--- src/hw/rtl/xfcd_pkg.sv ---
// Shared types and constants for the frame checker with duplicate-ID filter.
package xfcd_pkg;

    // Number of ID bytes that end the payload
    localparam int unsigned ID_BYTES = 6;
    localparam int unsigned ID_W     = 48;
    localparam int unsigned POS_W    = 9;
    localparam int unsigned CFG_ADDR_W = 1;
    localparam int unsigned CFG_DATA_W = 8;
    localparam int unsigned OUT_DATA_W = 80;

    // Header register reset values
    localparam logic [7:0] HEADER_FIRST_RST  = 8'h24;
    localparam logic [7:0] HEADER_SECOND_RST = 8'h40;

    // Configuration register indexes
    localparam logic [CFG_ADDR_W-1:0] REG_HEADER_FIRST  = 1'd0;
    localparam logic [CFG_ADDR_W-1:0] REG_HEADER_SECOND = 1'd1;

    typedef enum logic [2:0] {
        ST_NEW_VALID    = 3'd0,
        ST_DUPLICATE    = 3'd1,
        ST_BAD_HEADER   = 3'd2,
        ST_BAD_CHECKSUM = 3'd3,
        ST_BAD_LENGTH   = 3'd4
    } frame_status_t;

    // One registered input beat
    typedef struct packed {
        logic       valid;
        logic [7:0] rx_byte;
        logic       first_byte;
    } xfcd_beat_t;

    // One frame status result
    typedef struct packed {
        frame_status_t     status;
        logic [15:0]       command_code;
        logic [7:0]        length_field;
        logic [ID_W-1:0]   sequence_id;
    } xfcd_result_t;

endpackage

--- src/hw/rtl/xfcd_in_stage.sv ---
// Input register for received frame bytes.
module xfcd_in_stage (
    input  logic                clk,
    input  logic                rst_n,
    input  logic                s_axis_tvalid,
    output logic                s_axis_tready,
    input  logic [7:0]          s_axis_tdata,   // [7:0] rx_byte
    input  logic                s_axis_tuser,   // [0] first_byte
    input  logic                take,
    output xfcd_pkg::xfcd_beat_t beat,
    output logic                proc_en
);
    import xfcd_pkg::*;

    logic       valid_reg;
    logic       valid_next;
    logic [7:0] byte_reg;
    logic       first_reg;

    // Hand the held beat on when the result side can take it
    assign proc_en       = valid_reg && take;
    assign s_axis_tready = !valid_reg || take;
    assign valid_next    = s_axis_tready ? s_axis_tvalid : valid_reg;

    // Hold the control bit
    always_ff @(posedge clk or negedge rst_n)
    begin
        if (!rst_n)
        begin
            valid_reg <= 1'b0;
        end
        else
        begin
            valid_reg <= valid_next;
        end
    end

    // Capture the payload on an accepted beat
    always_ff @(posedge clk)
    begin
        if (s_axis_tvalid && s_axis_tready)
        begin
            byte_reg  <= s_axis_tdata;
            first_reg <= s_axis_tuser;
        end
    end

    assign beat.valid      = valid_reg;
    assign beat.rx_byte    = byte_reg;
    assign beat.first_byte = first_reg;

endmodule

--- src/hw/rtl/xfcd_frame_core.sv ---
// Frame parser: header check, length check, running XOR, ID capture and duplicate filter.
module xfcd_frame_core (
    input  logic                                 clk,
    input  logic                                 rst_n,
    input  logic                                 cfg_we,
    input  logic [xfcd_pkg::CFG_ADDR_W-1:0]      cfg_addr,
    input  logic [xfcd_pkg::CFG_DATA_W-1:0]      cfg_wdata,
    input  xfcd_pkg::xfcd_beat_t                 beat,
    input  logic                                 proc_en,
    output logic                                 res_valid,
    output xfcd_pkg::xfcd_result_t               result
);
    import xfcd_pkg::*;

    logic [7:0]       header_first_reg;
    logic [7:0]       header_second_reg;

    logic [POS_W-1:0] byte_position_reg, byte_position_next;
    logic             frame_active_reg, frame_active_next;
    logic [7:0]       running_xor_reg, running_xor_next;
    logic [7:0]       held_length_reg, held_length_next;
    logic [15:0]      held_command_reg, held_command_next;
    logic [ID_W-1:0]  id_shift_reg, id_shift_next;
    logic [ID_W-1:0]  stored_id_reg, stored_id_next;

    // Effective state once a new-frame mark is applied
    logic             active_eff;
    logic [POS_W-1:0] pos;
    logic [7:0]       xor_eff;
    logic [7:0]       len_eff;
    logic [15:0]      cmd_eff;
    logic [ID_W-1:0]  id_eff;
    logic [POS_W:0]   end_pos;
    logic [POS_W:0]   pos_wide;
    logic [7:0]       b;

    assign b          = beat.rx_byte;
    assign active_eff = beat.first_byte || frame_active_reg;
    assign pos        = beat.first_byte ? '0 : byte_position_reg;
    assign xor_eff    = beat.first_byte ? 8'd0 : running_xor_reg;
    assign len_eff    = beat.first_byte ? 8'd0 : held_length_reg;
    assign cmd_eff    = beat.first_byte ? 16'd0 : held_command_reg;
    assign id_eff     = beat.first_byte ? '0 : id_shift_reg;
    assign end_pos    = (POS_W+1)'(len_eff) + (POS_W+1)'(5);
    assign pos_wide   = (POS_W+1)'(pos);

    // Configuration writes
    always_ff @(posedge clk or negedge rst_n)
    begin
        if (!rst_n)
        begin
            header_first_reg  <= HEADER_FIRST_RST;
            header_second_reg <= HEADER_SECOND_RST;
        end
        else if (cfg_we)
        begin
            case (cfg_addr)
                REG_HEADER_FIRST:  header_first_reg  <= cfg_wdata;
                REG_HEADER_SECOND: header_second_reg <= cfg_wdata;
                default: ;
            endcase
        end
    end

    // Work out the next frame state and any status for this beat
    always_comb
    begin
        byte_position_next = byte_position_reg;
        frame_active_next  = frame_active_reg;
        running_xor_next   = running_xor_reg;
        held_length_next   = held_length_reg;
        held_command_next  = held_command_reg;
        id_shift_next      = id_shift_reg;
        stored_id_next     = stored_id_reg;
        res_valid          = 1'b0;
        result.status       = ST_NEW_VALID;
        result.command_code = cmd_eff;
        result.length_field = len_eff;
        result.sequence_id  = id_eff;

        if (proc_en && active_eff)
        begin
            frame_active_next  = 1'b1;
            byte_position_next = pos + POS_W'(1);
            running_xor_next   = xor_eff;
            held_length_next   = len_eff;
            held_command_next  = cmd_eff;
            id_shift_next      = id_eff;

            if (pos == POS_W'(0) || pos == POS_W'(1))
            begin
                // Header bytes
                if ((pos == POS_W'(0) && b != header_first_reg) ||
                    (pos == POS_W'(1) && b != header_second_reg))
                begin
                    res_valid           = 1'b1;
                    result.status       = ST_BAD_HEADER;
                    result.command_code = 16'd0;
                    result.length_field = 8'd0;
                    result.sequence_id  = '0;
                    frame_active_next   = 1'b0;
                end
            end
            else if (pos == POS_W'(2))
            begin
                running_xor_next  = xor_eff ^ b;
                held_command_next = {b, 8'd0};
            end
            else if (pos == POS_W'(3))
            begin
                running_xor_next  = xor_eff ^ b;
                held_command_next = {cmd_eff[15:8], b};
            end
            else if (pos == POS_W'(4))
            begin
                running_xor_next = xor_eff ^ b;
                held_length_next = b;
                // Too short to carry the ID
                if (b < 8'(ID_BYTES))
                begin
                    res_valid           = 1'b1;
                    result.status       = ST_BAD_LENGTH;
                    result.length_field = b;
                    result.sequence_id  = '0;
                    frame_active_next   = 1'b0;
                end
            end
            else if (pos_wide < end_pos)
            begin
                running_xor_next = xor_eff ^ b;
                if (pos_wide + (POS_W+1)'(ID_BYTES) >= end_pos)
                begin
                    id_shift_next = {id_eff[ID_W-9:0], b};
                end
            end
            else
            begin
                // Checksum byte closes the frame
                res_valid         = 1'b1;
                frame_active_next = 1'b0;
                if (b != xor_eff)
                begin
                    result.status = ST_BAD_CHECKSUM;
                end
                else if (id_eff == stored_id_reg)
                begin
                    result.status = ST_DUPLICATE;
                end
                else
                begin
                    result.status  = ST_NEW_VALID;
                    stored_id_next = id_eff;
                end
            end
        end
    end

    // Frame state registers
    always_ff @(posedge clk or negedge rst_n)
    begin
        if (!rst_n)
        begin
            byte_position_reg <= '0;
            frame_active_reg  <= 1'b0;
            running_xor_reg   <= 8'd0;
            held_length_reg   <= 8'd0;
            held_command_reg  <= 16'd0;
            id_shift_reg      <= '0;
            stored_id_reg     <= '0;
        end
        else
        begin
            byte_position_reg <= byte_position_next;
            frame_active_reg  <= frame_active_next;
            running_xor_reg   <= running_xor_next;
            held_length_reg   <= held_length_next;
            held_command_reg  <= held_command_next;
            id_shift_reg      <= id_shift_next;
            stored_id_reg     <= stored_id_next;
        end
    end

endmodule

--- src/hw/rtl/xfcd_out_stage.sv ---
// Result register driving the status stream.
module xfcd_out_stage (
    input  logic                                  clk,
    input  logic                                  rst_n,
    input  logic                                  proc_en,
    input  logic                                  res_valid,
    input  xfcd_pkg::xfcd_result_t                result,
    output logic                                  take,
    output logic                                  m_axis_tvalid,
    input  logic                                  m_axis_tready,
    // [2:0] frame_status, [18:3] command_code, [26:19] length_field,
    // [74:27] sequence_id, [79:75] zero
    output logic [xfcd_pkg::OUT_DATA_W-1:0]       m_axis_tdata
);
    import xfcd_pkg::*;

    localparam int unsigned RES_W = $bits(xfcd_result_t);

    logic              valid_reg;
    logic              valid_next;
    logic [RES_W-1:0]  data_reg;
    xfcd_result_t      held;

    // Free when empty or when the held result leaves this cycle
    assign take = !valid_reg || m_axis_tready;

    always_comb
    begin
        valid_next = valid_reg;
        if (proc_en)
        begin
            valid_next = res_valid;
        end
        else if (m_axis_tready)
        begin
            valid_next = 1'b0;
        end
    end

    always_ff @(posedge clk or negedge rst_n)
    begin
        if (!rst_n)
        begin
            valid_reg <= 1'b0;
        end
        else
        begin
            valid_reg <= valid_next;
        end
    end

    // Load the payload with each new status
    always_ff @(posedge clk)
    begin
        if (proc_en && res_valid)
        begin
            data_reg <= result;
        end
    end

    assign held          = xfcd_result_t'(data_reg);
    assign m_axis_tvalid = valid_reg;
    assign m_axis_tdata  = {(OUT_DATA_W-RES_W)'(0), held.sequence_id, held.length_field,
                            held.command_code, held.status};

endmodule

--- src/hw/rtl/xor_frame_checker_dedup_top.sv ---
// A byte accepted into the input register is parsed once the result side can take it, and any status
// it yields loads the result register, which holds m_axis_tvalid high until the status beat is taken.
// Throughput: one received byte per cycle; an untaken status stalls s_axis_tready once the
// input register is also full, and each frame parse step is combinational logic.
// At most one status beat per frame, on its last checked byte.
// Reset (rst_n low, asynchronous): headers return to 0x24 and 0x40, no frame is active,
// the stored ID clears to zero and both stream registers empty.
module xor_frame_checker_dedup_top (
    input  logic                                  clk,
    input  logic                                  rst_n,
    input  logic                                  cfg_we,
    input  logic [xfcd_pkg::CFG_ADDR_W-1:0]       cfg_addr,
    input  logic [xfcd_pkg::CFG_DATA_W-1:0]       cfg_wdata,
    input  logic                                  s_axis_tvalid,
    output logic                                  s_axis_tready,
    input  logic [7:0]                            s_axis_tdata,   // [7:0] rx_byte
    input  logic                                  s_axis_tuser,   // [0] first_byte
    output logic                                  m_axis_tvalid,
    input  logic                                  m_axis_tready,
    // [2:0] frame_status, [18:3] command_code, [26:19] length_field,
    // [74:27] sequence_id, [79:75] zero
    output logic [xfcd_pkg::OUT_DATA_W-1:0]       m_axis_tdata
);
    import xfcd_pkg::*;

    xfcd_beat_t   beat;
    xfcd_result_t result;
    logic         proc_en;
    logic         take;
    logic         res_valid;

    xfcd_in_stage u_in (
        .clk           (clk),
        .rst_n         (rst_n),
        .s_axis_tvalid (s_axis_tvalid),
        .s_axis_tready (s_axis_tready),
        .s_axis_tdata  (s_axis_tdata),
        .s_axis_tuser  (s_axis_tuser),
        .take          (take),
        .beat          (beat),
        .proc_en       (proc_en)
    );

    xfcd_frame_core u_core (
        .clk       (clk),
        .rst_n     (rst_n),
        .cfg_we    (cfg_we),
        .cfg_addr  (cfg_addr),
        .cfg_wdata (cfg_wdata),
        .beat      (beat),
        .proc_en   (proc_en),
        .res_valid (res_valid),
        .result    (result)
    );

    xfcd_out_stage u_out (
        .clk           (clk),
        .rst_n         (rst_n),
        .proc_en       (proc_en),
        .res_valid     (res_valid),
        .result        (result),
        .take          (take),
        .m_axis_tvalid (m_axis_tvalid),
        .m_axis_tready (m_axis_tready),
        .m_axis_tdata  (m_axis_tdata)
    );

endmodule
--- config.mk ---
export PLATFORM = sky130hd
export DESIGN_NAME = xor_frame_checker_dedup_top
export DESIGN_NICKNAME = d
export VERILOG_FILES = /design/src/hw/rtl/xfcd_pkg.sv /design/src/hw/rtl/xfcd_in_stage.sv /design/src/hw/rtl/xfcd_frame_core.sv /design/src/hw/rtl/xfcd_out_stage.sv /design/src/hw/rtl/xor_frame_checker_dedup_top.sv
export SDC_FILE = /design/constraint.sdc
export NUM_CORES = 1
export LEC_CHECK = 0
export ABC_AREA = 0
export BUFFER_PORTS_ARGS = -buffer_cell sky130_fd_sc_hd__buf_2
export CAP_MARGIN = 20
export CORE_MARGIN = 8
export CORE_UTILIZATION = 62
export CTS_BUF_LIST = sky130_fd_sc_hd__clkbuf_2 sky130_fd_sc_hd__clkbuf_4 sky130_fd_sc_hd__clkbuf_8
export DETAILED_ROUTE_END_ITERATION = 10
export PLACE_DENSITY = 0.78
export SYNTH_ARGS = -nofsm -noshare
export SYNTH_HDL_FRONTEND = slang
export SYNTH_HIERARCHICAL = 1
export SYNTH_SLANG_ARGS = --single-unit
--- constraint.sdc ---
create_clock -name clk -period 5.48 [get_ports clk]
set_input_delay 1.096 -clock clk [delete_from_list [all_inputs] [get_ports clk]]
set_output_delay 1.096 -clock clk [all_outputs]
set_load 0.02 [all_outputs]
### After elaboration in Yosys (flattened, before gate mapping)

Index checks and enable logic that the tools add are counted.

| cells by class | value |
|---|---|
| equal/unequal tests | 8 |
| muxes and demuxes | 56 |
| bitwise gates (word level) | 9 |
| reduce and logical (&&, ||, !) cells | 18 |
| add/sub/neg operators | 3 |
| order comparisons | 3 |

Operator list:

| kind | count |
|---|---|
| $mux W48 | 7 |
| $mux W56 | 5 |
| $mux W8 | 12 |
| $mux W74 | 1 |
| $mux W72 | 1 |
| $mux W16 | 4 |
| $eq A48 B48 Y1 | 1 |
| $ne A8 B8 Y1 | 3 |
| $mux W3 | 7 |
| $eq A9 B2 Y1 const B | 2 |
| $mux W1 | 18 |
| $add A9 B3 Y10 const B | 1 |
| $ge A10 B10 Y1 | 1 |
| $lt A9 B10 Y1 | 1 |
| $add A8 B3 Y9 const B | 1 |
| $add A9 B1 Y9 const B | 1 |
| $eq A9 B1 Y1 const B | 1 |
| $eq A9 B3 Y1 const B | 1 |
| $logic_not A9 Y1 | 1 |
| $mux W9 | 1 |
| $lt A8 B3 Y1 const B | 1 |
| $not A1 Y1 | 8 |
| $reduce_and A8 Y1 | 1 |
| $xor A8 B8 Y8 | 1 |
| other kinds (5) | 16 |

| word-level totals | value |
|---|---|
| output and inout bits | 82 |
| input port bits | 23 |
| word-level logic and storage cells | 112 |
| register bits | 240 |

### Longest topological paths before layout

Gate-level depths: netlist (run 1).

| logic depth | value |
|---|---|
| depth after elaboration | 10 |
| gate-level depth with buffers | 22 |
| gate-level depth less buffers | 16 |

### By module

Netlist (run 1), hierarchy kept.

By module, submodules not included:

| module | times used | cells an instance | seq. area each (um^2) | area an instance (um^2) |
|---|---|---|---|---|
| xfcd_frame_core | 1 | 999 | 3,857.4 | 9,405.3 |
| xfcd_out_stage | 1 | 85 | 2,277.2 | 2,348.5 |
| xfcd_in_stage | 1 | 16 | 295.3 | 345.3 |

### Worst setup path before layout (run 1)

No wires, ideal clock.

| timing path | value |
|---|---|
| kind | register to register |
| start | reg u_in.first_reg |
| end | reg u_out.valid_reg (netlist: u_out/m_axis_tvalid) |
| arrival time | 4.597 ns |
| path slack | 0.757 ns |
| path buffers | 7 |
| stages on the path, launching flop included | 22 |
| clock period less this slack | 4.723 ns |
| library setup time | 0.126 ns |
| required time | 5.354 ns |
| cells stage by stage | edfxtp_1 > buf_4 > buf_4 > buf_2 > buf_2 > buf_4 > clkbuf_1 > clkbuf_1 > nor2b_1 > ha_1 > o21ai_0 > xnor2_1 > nand2_1 > ha_1 > a21o_1 > a21o_1 > a21o_1 > o31a_2 > nor2_1 > a21oi_1 > and2_4 > o21bai_1 |

| between the ends | value |
|---|---|
| word-level cells in the longest chain between the ends | 10 |

RTL lines:

| item | RTL line | source |
|---|---|---|
| start, declared | xfcd_in_stage.sv:18 | `logic first_reg;` |
| start signal, assigned | xfcd_in_stage.sv:44 | `first_reg <= s_axis_tuser;` |
| $mux W8 | xfcd_frame_core.sv:41 | `assign len_eff = beat.first_byte ? 8'd0 : held_length_reg;` |
| $add A8 B3 Y9 | xfcd_frame_core.sv:44 | `assign end_pos = (POS_W+1)'(len_eff) + (POS_W+1)'(5);` |
| $lt A9 B10 Y1 | xfcd_frame_core.sv:128 | `else if (pos_wide < end_pos)` |
| $mux W1 | xfcd_frame_core.sv:128 |  |
| $mux W1 | xfcd_frame_core.sv:114 | `else if (pos == POS_W'(4))` |
| $mux W1 | xfcd_frame_core.sv:109 | `else if (pos == POS_W'(3))` |
| $mux W1 | xfcd_frame_core.sv:104 | `else if (pos == POS_W'(2))` |
| $mux W1 | xfcd_frame_core.sv:90 | `if (pos == POS_W'(0) \|\| pos == POS_W'(1))` |
| $mux W1 (*) | xfcd_frame_core.sv:81 | `if (proc_en && active_eff)` |
| net res_valid | xor_frame_checker_dedup_top.sv:30 | `logic res_valid;` |
| $mux W1 (*) | xfcd_out_stage.sv:30 | `if (proc_en)` |
| net u_out.valid_next | xfcd_out_stage.sv:20 | `logic valid_next;` |
| end signal, assigned | xfcd_out_stage.sv:48 | `valid_reg <= valid_next;` |
| end, declared | xfcd_out_stage.sv:19 | `logic valid_reg;` |

The timed path passes the listed nets; every way through them passes the cells marked *.
A chain may end at the register's enable or synchronous reset.

### Worst setup path after layout (run 1)

Ends and elaborated chain as after synthesis.

==> key figures, run 1 <==
Finish
  – Final antenna diode count: 0
  – Final standard cell area without fillers: 0.01353 sq mm
  – Area Growth Syn to Fin: 11.86%
  – Number of filler cells placed in the layout: 1475
  – Area of the multi-input gates: 0.005209 sq mm
  – Share of layout cells above drive strength 1: 0.2125
  – Number of flip-flops under the largest register name: 75
  – End-of-flow core utilization: 0.7019
  – Area occupied by registers: 0.006430 sq mm
  – Layout net count: 1230
  – Final Instance Count excl. Fillers: 1479

Placement
  – Global placer's final weighted congestion: 0.8899
  – Standard cell area after detailed placement: 0.01270 sq mm
  – Detailed-placement wirelength estimate: 18580 um
  – Count of buffers inserted at the top-level ports: 99
  – Total placed cells including tap cells: 1410

Setup path
  – Maximum fanout count along the critical path: 76
  – Kind of cell adding the most delay to the critical path: compound AO/OA/AOI/OAI gates
  – Cell repeated most along the worst path: sky130_fd_sc_hd__a21o_1
  – Required time worst endpoint: 5.88 ns
  – Startpoint type of the worst setup path: flop
  – Delay of the slowest cell on the worst path: 0.70 ns
  – Cell-by-cell listing of the critical path: inv_1, nand2_1, inv_1, ha_1, o21ai_0, xnor2_1, nand2_1, ha_1, a21o_1, a21o_1, a21o_1, o31a_2, nor2_1, a21oi_1, and2_4, o21bai_1
  – Critical path endpoint category: flop
  – Worst r2r src: u_in/first_reg$_DFFE_PP_
  – Worst reg-to-reg path cell count: 16
  – Crit Path Category: reg2reg
  – Number of stages on the worst setup path: 16
  – Data arrival at the endpoint of the critical path: 4.85 ns
  – Slowest stage cell on the critical path: sky130_fd_sc_hd__edfxtp_1
  – CP Launch Point: u_in/first_reg$_DFFE_PP_
  – Critical path buffers and inverters: 2

Power
  – Max VDD drop: 0.2812 mV
  – Total power density per cell area: 449.1 mW/mm^2
  – Static Leakage: 5.725 nW

Clock tree
  – CTS hold repair buffers: 0
  – Total clock sinks: 240
  – Clock tree from TritonCTS: done
  – Quantity of gates resized following cts: 0
  – Level count of the clock H-tree: 2
  – Post CTS Setup Buffer Count: 0
  – Maximum number of buffers from clock root to sink: 3
  – Clock latency on the worst-skew pair: 0.53 ns
  – Total CTS buffers: 38
  – Clock slew seen by the registers of the worst setup and hold paths: 0.07 ns
  – Root cell of the clock tree: sky130_fd_sc_hd__clkbuf_8

Routing
  – Detailed Route Iter0 Violations: 873
  – Vias: 8771
  – Post-route DRC: 0
  – Average routed wire per standard cell: 19.20 um
  – Router iterations before antenna repair: 4
  – Wire length reported by the detailed router: 28400 um
  – Antenna Violating Nets Remaining: 0
  – Vias/cell: 5.930

STA
  – Setup Total Neg Slack: 0 ns
  – Final-report max-slew violation count: 0
  – Portion of the clock cycle consumed by the worst path in the final layout: 0.8119
  – Final worst path period need: 4.449 ns
  – Tightest Pin Transition: 1.004 ns
  – RSZ-0062 raised after global routing: false
  – Final number of setup-violating endpoints: 0
  – Slew HR: 0.3307
  – Final Hold Vio Count: 0
  – Worst clock skew: 0.01085 ns
  – Final hold slack: 0.4756 ns
  – Highest clock frequency the design can meet: 0.2248 GHz

Run
  – Max-Cap Viols: 0

Floorplanning
  – Initial core utilization: 0.6275
  – Area of the core region: 0.01927 sq mm
  – Total number of placement rows: 51
  – Die height: 155.7 um
  – Area enclosed by the die boundary: 0.02423 sq mm
  – Die W: 155.7 um
  – Number of top-level pins: 105

Logic synthesis
  – Yosys warns: 6
  – Number of instances in the synthesized netlist: 1099
  – Syn_area_per_cell: 11.00 sq um
  – Cell area after technology mapping: 0.01209 sq mm

GRT
  – Maximum number of pins on one net before global-route repair: 77
  – Total global routing track utilization: 0.2373
  – Total overflow reported by the global router: 0
  – Antenna violations before repair: 0
  – Global-route wire length before repair: 46100 um
  – Via count of the first global-routing pass: 8669

Worst hold path
  – Worst hold path class: in2async

Run status
  – Result of the run: complete, no violations
## per-layer routing
metal  track usage  share of wire  vias to the layer above
met3       0.04792          0.064                       41
li1              -              -                     4155
met1        0.3346           0.47                     4274
met4       0.07070          0.019                        0
met2        0.3649           0.45                      301
met5             0              0                        -
## cell type report
type / count / area share
Timing Repair Buffer: 112 / 0.04487
Clock buffer: 65 / 0.05828
Inverter: 38 / 0.01055
Multi-Input combinational cell: 756 / 0.3851
Clock inverter: 3 / 0.001295
Tap cell: 265 / 0.02451
Sequential cell: 240 / 0.4754
## where the power goes
group / switching (mW) / total (mW) / internal (mW)
combinational: 1.20 / 1.87 / 0.665
sequential: 0.338 / 2.63 / 2.29
clock: 0.678 / 1.58 / 0.902
total: 2.22 / 6.07 / 3.86
## metrics by stage
stage	power [mW]	worst slack (ns)
after floorplan	3.924	0.7568
after global placement	4.446	1.228
after detailed placement	4.500	1.102
after CTS	6.090	1.076
after global routing	6.426	0.7300
final	6.074	1.031
## cells in the final DEF (no fill, tap or decap), types with 15 or more instances in the layout
cell type / n
sky130_fd_sc_hd__a21oi_1: 23
sky130_fd_sc_hd__a221o_1: 15
sky130_fd_sc_hd__a22o_1: 30
sky130_fd_sc_hd__a31oi_1: 16
sky130_fd_sc_hd__and2_1: 57
sky130_fd_sc_hd__buf_2: 98
sky130_fd_sc_hd__clkbuf_4: 17
sky130_fd_sc_hd__clkbuf_8: 48
sky130_fd_sc_hd__dfrtp_1: 153
sky130_fd_sc_hd__edfxtp_1: 84
sky130_fd_sc_hd__ha_1: 21
sky130_fd_sc_hd__inv_1: 38
sky130_fd_sc_hd__mux2_2: 45
sky130_fd_sc_hd__nand2_1: 85
sky130_fd_sc_hd__nand2b_1: 17
sky130_fd_sc_hd__nand3_1: 48
sky130_fd_sc_hd__nor2_1: 66
sky130_fd_sc_hd__nor2b_1: 39
sky130_fd_sc_hd__nor3_1: 39
sky130_fd_sc_hd__o21ai_0: 30
sky130_fd_sc_hd__xnor2_1: 45
## worst paths after layout
check,end,slack (ns)
min reg2reg,u_core/held_command_reg[8]$_DFFE_PN0P_,0.50
max,u_out/m_axis_tvalid$_DFFE_PN0P_,1.03
min,u_core/header_second_reg[4]$_DFFE_PN0P_,0.48
min in group clk,u_core/held_command_reg[8]$_DFFE_PN0P_,0.50
max reg2reg,u_out/m_axis_tvalid$_DFFE_PN0P_,1.03
max in group asynchronous,u_core/id_shift_reg[17]$_DFFE_PN0P_,3.84
Power figures use the tool's default switching activity.
==> run 2, diff against run 1 <==
CORE_UTILIZATION = 56   (was 62)
PLACE_DENSITY = 0.75   (was 0.78)
clock period = 3.8 ns   (was 5.48 ns; I/O delays follow)
==> run 2 against run 1 <==
Net effect: critical path depth is the same; routed wire length grew 3.5%; register-to-register slack lost 0.73 ns; combinational power grew 53%; setup slack lost 0.73 ns; global-route usage shrank 1.4 points; highest routed layer unchanged.
==> key figures, run 2 (same netlist as run 1, synthesis figures left out) <==
Power
  – Relative contribution of the clock network to total power: 0.268
  – Sequential group share of total power: 0.416
  – Switching part of the total power: 0.3663
  – Total power density per cell area: 657.1 mW/mm^2
  – Combinational cell fraction of total power: 0.316
  – Max VDD drop: 0.5132 mV
  – Internal: 5.754 mW
  – Static Leakage: 5.878 nW
  – Net switching component of the power: 3.326 mW
  – Total power after layout: 9.080 mW

Clock tree
  – Clock latency on the worst-skew pair: 0.54 ns
  – Total clock sinks: 240
  – Maximum number of buffers from clock root to sink: 3
  – Level count of the clock H-tree: 2
  – Clock tree from TritonCTS: done
  – Post CTS Setup Buffer Count: 0
  – Total CTS buffers: 40
  – Quantity of gates resized following cts: 0
  – Clock slew seen by the registers of the worst setup and hold paths: 0.07 ns
  – Root cell of the clock tree: sky130_fd_sc_hd__clkbuf_8
  – CTS hold repair buffers: 0

Finish
  – Number of flip-flops under the largest register name: 75
  – Share of layout cells above drive strength 1: 0.2331
  – Final standard cell area without fillers: 0.01382 sq mm
  – Most used cells in the layout excluding fill and tap cells: 153 x sky130_fd_sc_hd__dfrtp_1, 98 x sky130_fd_sc_hd__buf_2, 85 x sky130_fd_sc_hd__nand2_1
  – End-of-flow core utilization: 0.6552
  – Final antenna diode count: 0
  – Area Growth Syn to Fin: 14.27%
  – Most common cell after layout, fill and taps aside: sky130_fd_sc_hd__dfrtp_1
  – Layout net count: 1253

Routing
  – Vias/cell: 5.985
  – Antenna Violating Nets Remaining: 0
  – Post-route DRC: 0
  – Vias: 9068
  – Router iterations before antenna repair: 5
  – Wire length reported by the detailed router: 29400 um
  – Detailed Route Iter0 Violations: 787
  – Average routed wire per standard cell: 19.40 um

STA
  – Final number of setup-violating endpoints: 0
  – Setup Total Neg Slack: 0 ns
  – Highest clock frequency the design can meet: 0.2855 GHz
  – Worst clock skew: 0.02316 ns
  – Slew HR: 0.4516
  – Portion of the clock cycle consumed by the worst path in the final layout: 0.9218
  – Slack of the critical path: 0.2971 ns
  – Final worst path period need: 3.503 ns
  – Tightest Pin Transition: 0.8196 ns
  – RSZ-0062 raised after global routing: false
  – Final Hold Vio Count: 0
  – Final-report max-slew violation count: 0

Setup path
  – Crit Path Category: reg2reg
  – Maximum fanout count along the critical path: 18
  – Required time worst endpoint: 4.20 ns
  – Capture point of the critical path: u_core/stored_id_reg[47]$_DFFE_PN0P_
  – Worst reg-to-reg path cell count: 16
  – Slowest stage cell on the critical path: sky130_fd_sc_hd__edfxtp_1
  – Cell-by-cell listing of the critical path: inv_1, nand2_1, inv_1, ha_2, o21ai_2, xnor2_1, nand2_1, ha_1, nand4_1, a211oi_2, o31a_2, buf_4, nand2_2, a311oi_4, buf_4, mux2_2
  – Register-to-register setup slack: 0.30 ns
  – CP Launch Point: u_in/first_reg$_DFFE_PP_
  – Delay of the slowest cell on the worst path: 0.45 ns
  – Data arrival at the endpoint of the critical path: 3.91 ns
  – Critical path endpoint category: flop
  – Worst reg2reg endpoint: u_core/stored_id_reg[47]$_DFFE_PN0P_
  – Startpoint type of the worst setup path: flop
  – Worst r2r src: u_in/first_reg$_DFFE_PP_

Floorplanning
  – Area enclosed by the die boundary: 0.02655 sq mm
  – Total number of placement rows: 53
  – Die height: 162.9 um
  – Initial core utilization: 0.5734
  – Number of top-level pins: 105
  – Area of the core region: 0.02109 sq mm
  – Die W: 162.9 um

Placement
  – Global placer's final weighted congestion: 0.9145
  – Pre-CTS setup slack: 0.2208 ns
  – Detailed-placement wirelength estimate: 19390 um
  – Standard cell area after detailed placement: 0.01293 sq mm
  – Count of buffers inserted at the top-level ports: 99

GRT
  – Via count of the first global-routing pass: 8993
  – Total overflow reported by the global router: 0
  – Maximum number of pins on one net before global-route repair: 77
  – Total global routing track utilization: 0.2236
  – Global-route wire length before repair: 48140 um
  – Antenna violations before repair: 0

Worst hold path
  – Worst hold path class: in2async

Run status
  – Result of the run: complete, no violations

Run
  – Max-Cap Viols: 0
-- run 2: changes by cell type in the layout (fill, tap and decap cells not counted), moves of 3 or more --
cell and change:
sky130_fd_sc_hd__buf_4 +18, sky130_fd_sc_hd__clkbuf_4 -4, sky130_fd_sc_hd__clkinv_2 +4, sky130_fd_sc_hd__buf_12 +3, sky130_fd_sc_hd__clkbuf_8 +3
-- run 2: stage by stage --
stage,cells,hold WS (ns)
floorplan,1103,0.4579
global placement,1441,0.4769
detailed placement,1441,0.4820
CTS,1514,0.2471
global route,1515,0.2761
finish,1515,0.2271
-- run 2: area by class of cell --
class / instances / area [sq um]
multi-input cells: 757 / 5241
flip-flops and latches: 240 / 6430
well taps: 275 / 344.1
fillers: 1667 / 7271
clock inverters: 9 / 72.57
repair buffers: 132 / 787.0
clock buffers: 64 / 799.5
inverters: 38 / 142.6
-- run 2: per-layer routing --
metal	vias to the layer above	share of wire	GRT usage
met5	-	0	0
met4	0	0.015	0.05755
met3	44	0.083	0.04575
met2	352	0.45	0.3280
met1	4463	0.45	0.3318
li1	4209	-	-
-- run 2: power groups by stage --
stage | registers, mW | logic, mW | clock network, mW
2_1_floorplan | 3.89 | 1.81 | 0
3_3_place_gp | 3.80 | 2.76 | 0
3_5_place_dp | 3.82 | 2.82 | 0
4_1_cts | 3.78 | 2.84 | 2.48
5_1_grt | 3.86 | 3.14 | 2.61
6_report | 3.78 | 2.87 | 2.43
-- run 2: worst min-delay path by stage --
| stage | from | end | slack [ns] | cells past startpoint |
|---|---|---|---|---|
| floorplan | rst_n | u_core/byte_position_reg[0]$_DFFE_PN0P_ | 0.46 | 0 |
| finish | rst_n | u_core/byte_position_reg[0]$_DFFE_PN0P_ | 0.23 | 1 |
| CTS | rst_n | u_core/byte_position_reg[8]$_DFFE_PN0P_ | 0.25 | 1 |
| detailed placement | u_core/held_command_reg[13]$_DFFE_PN0P_ | u_core/held_command_reg[13]$_DFFE_PN0P_ | 0.48 | 1 |
| global placement | u_core/held_command_reg[10]$_DFFE_PN0P_ | u_core/held_command_reg[10]$_DFFE_PN0P_ | 0.48 | 1 |
| global route | rst_n | u_core/byte_position_reg[8]$_DFFE_PN0P_ | 0.28 | 1 |
-- run 2: worst max-delay path: cells and delay by family, from the launching register on --
kind                       cells  cell delay, ns
buffers and inverters          4            0.65
AOI/OAI and AO/OA              4            0.77
xor gates and xnor gates       1            0.16
muxes                          1            0.38
adders and majority gates      2            0.51
and+or+nand+nor                4            0.43
DFF                            1            0.45
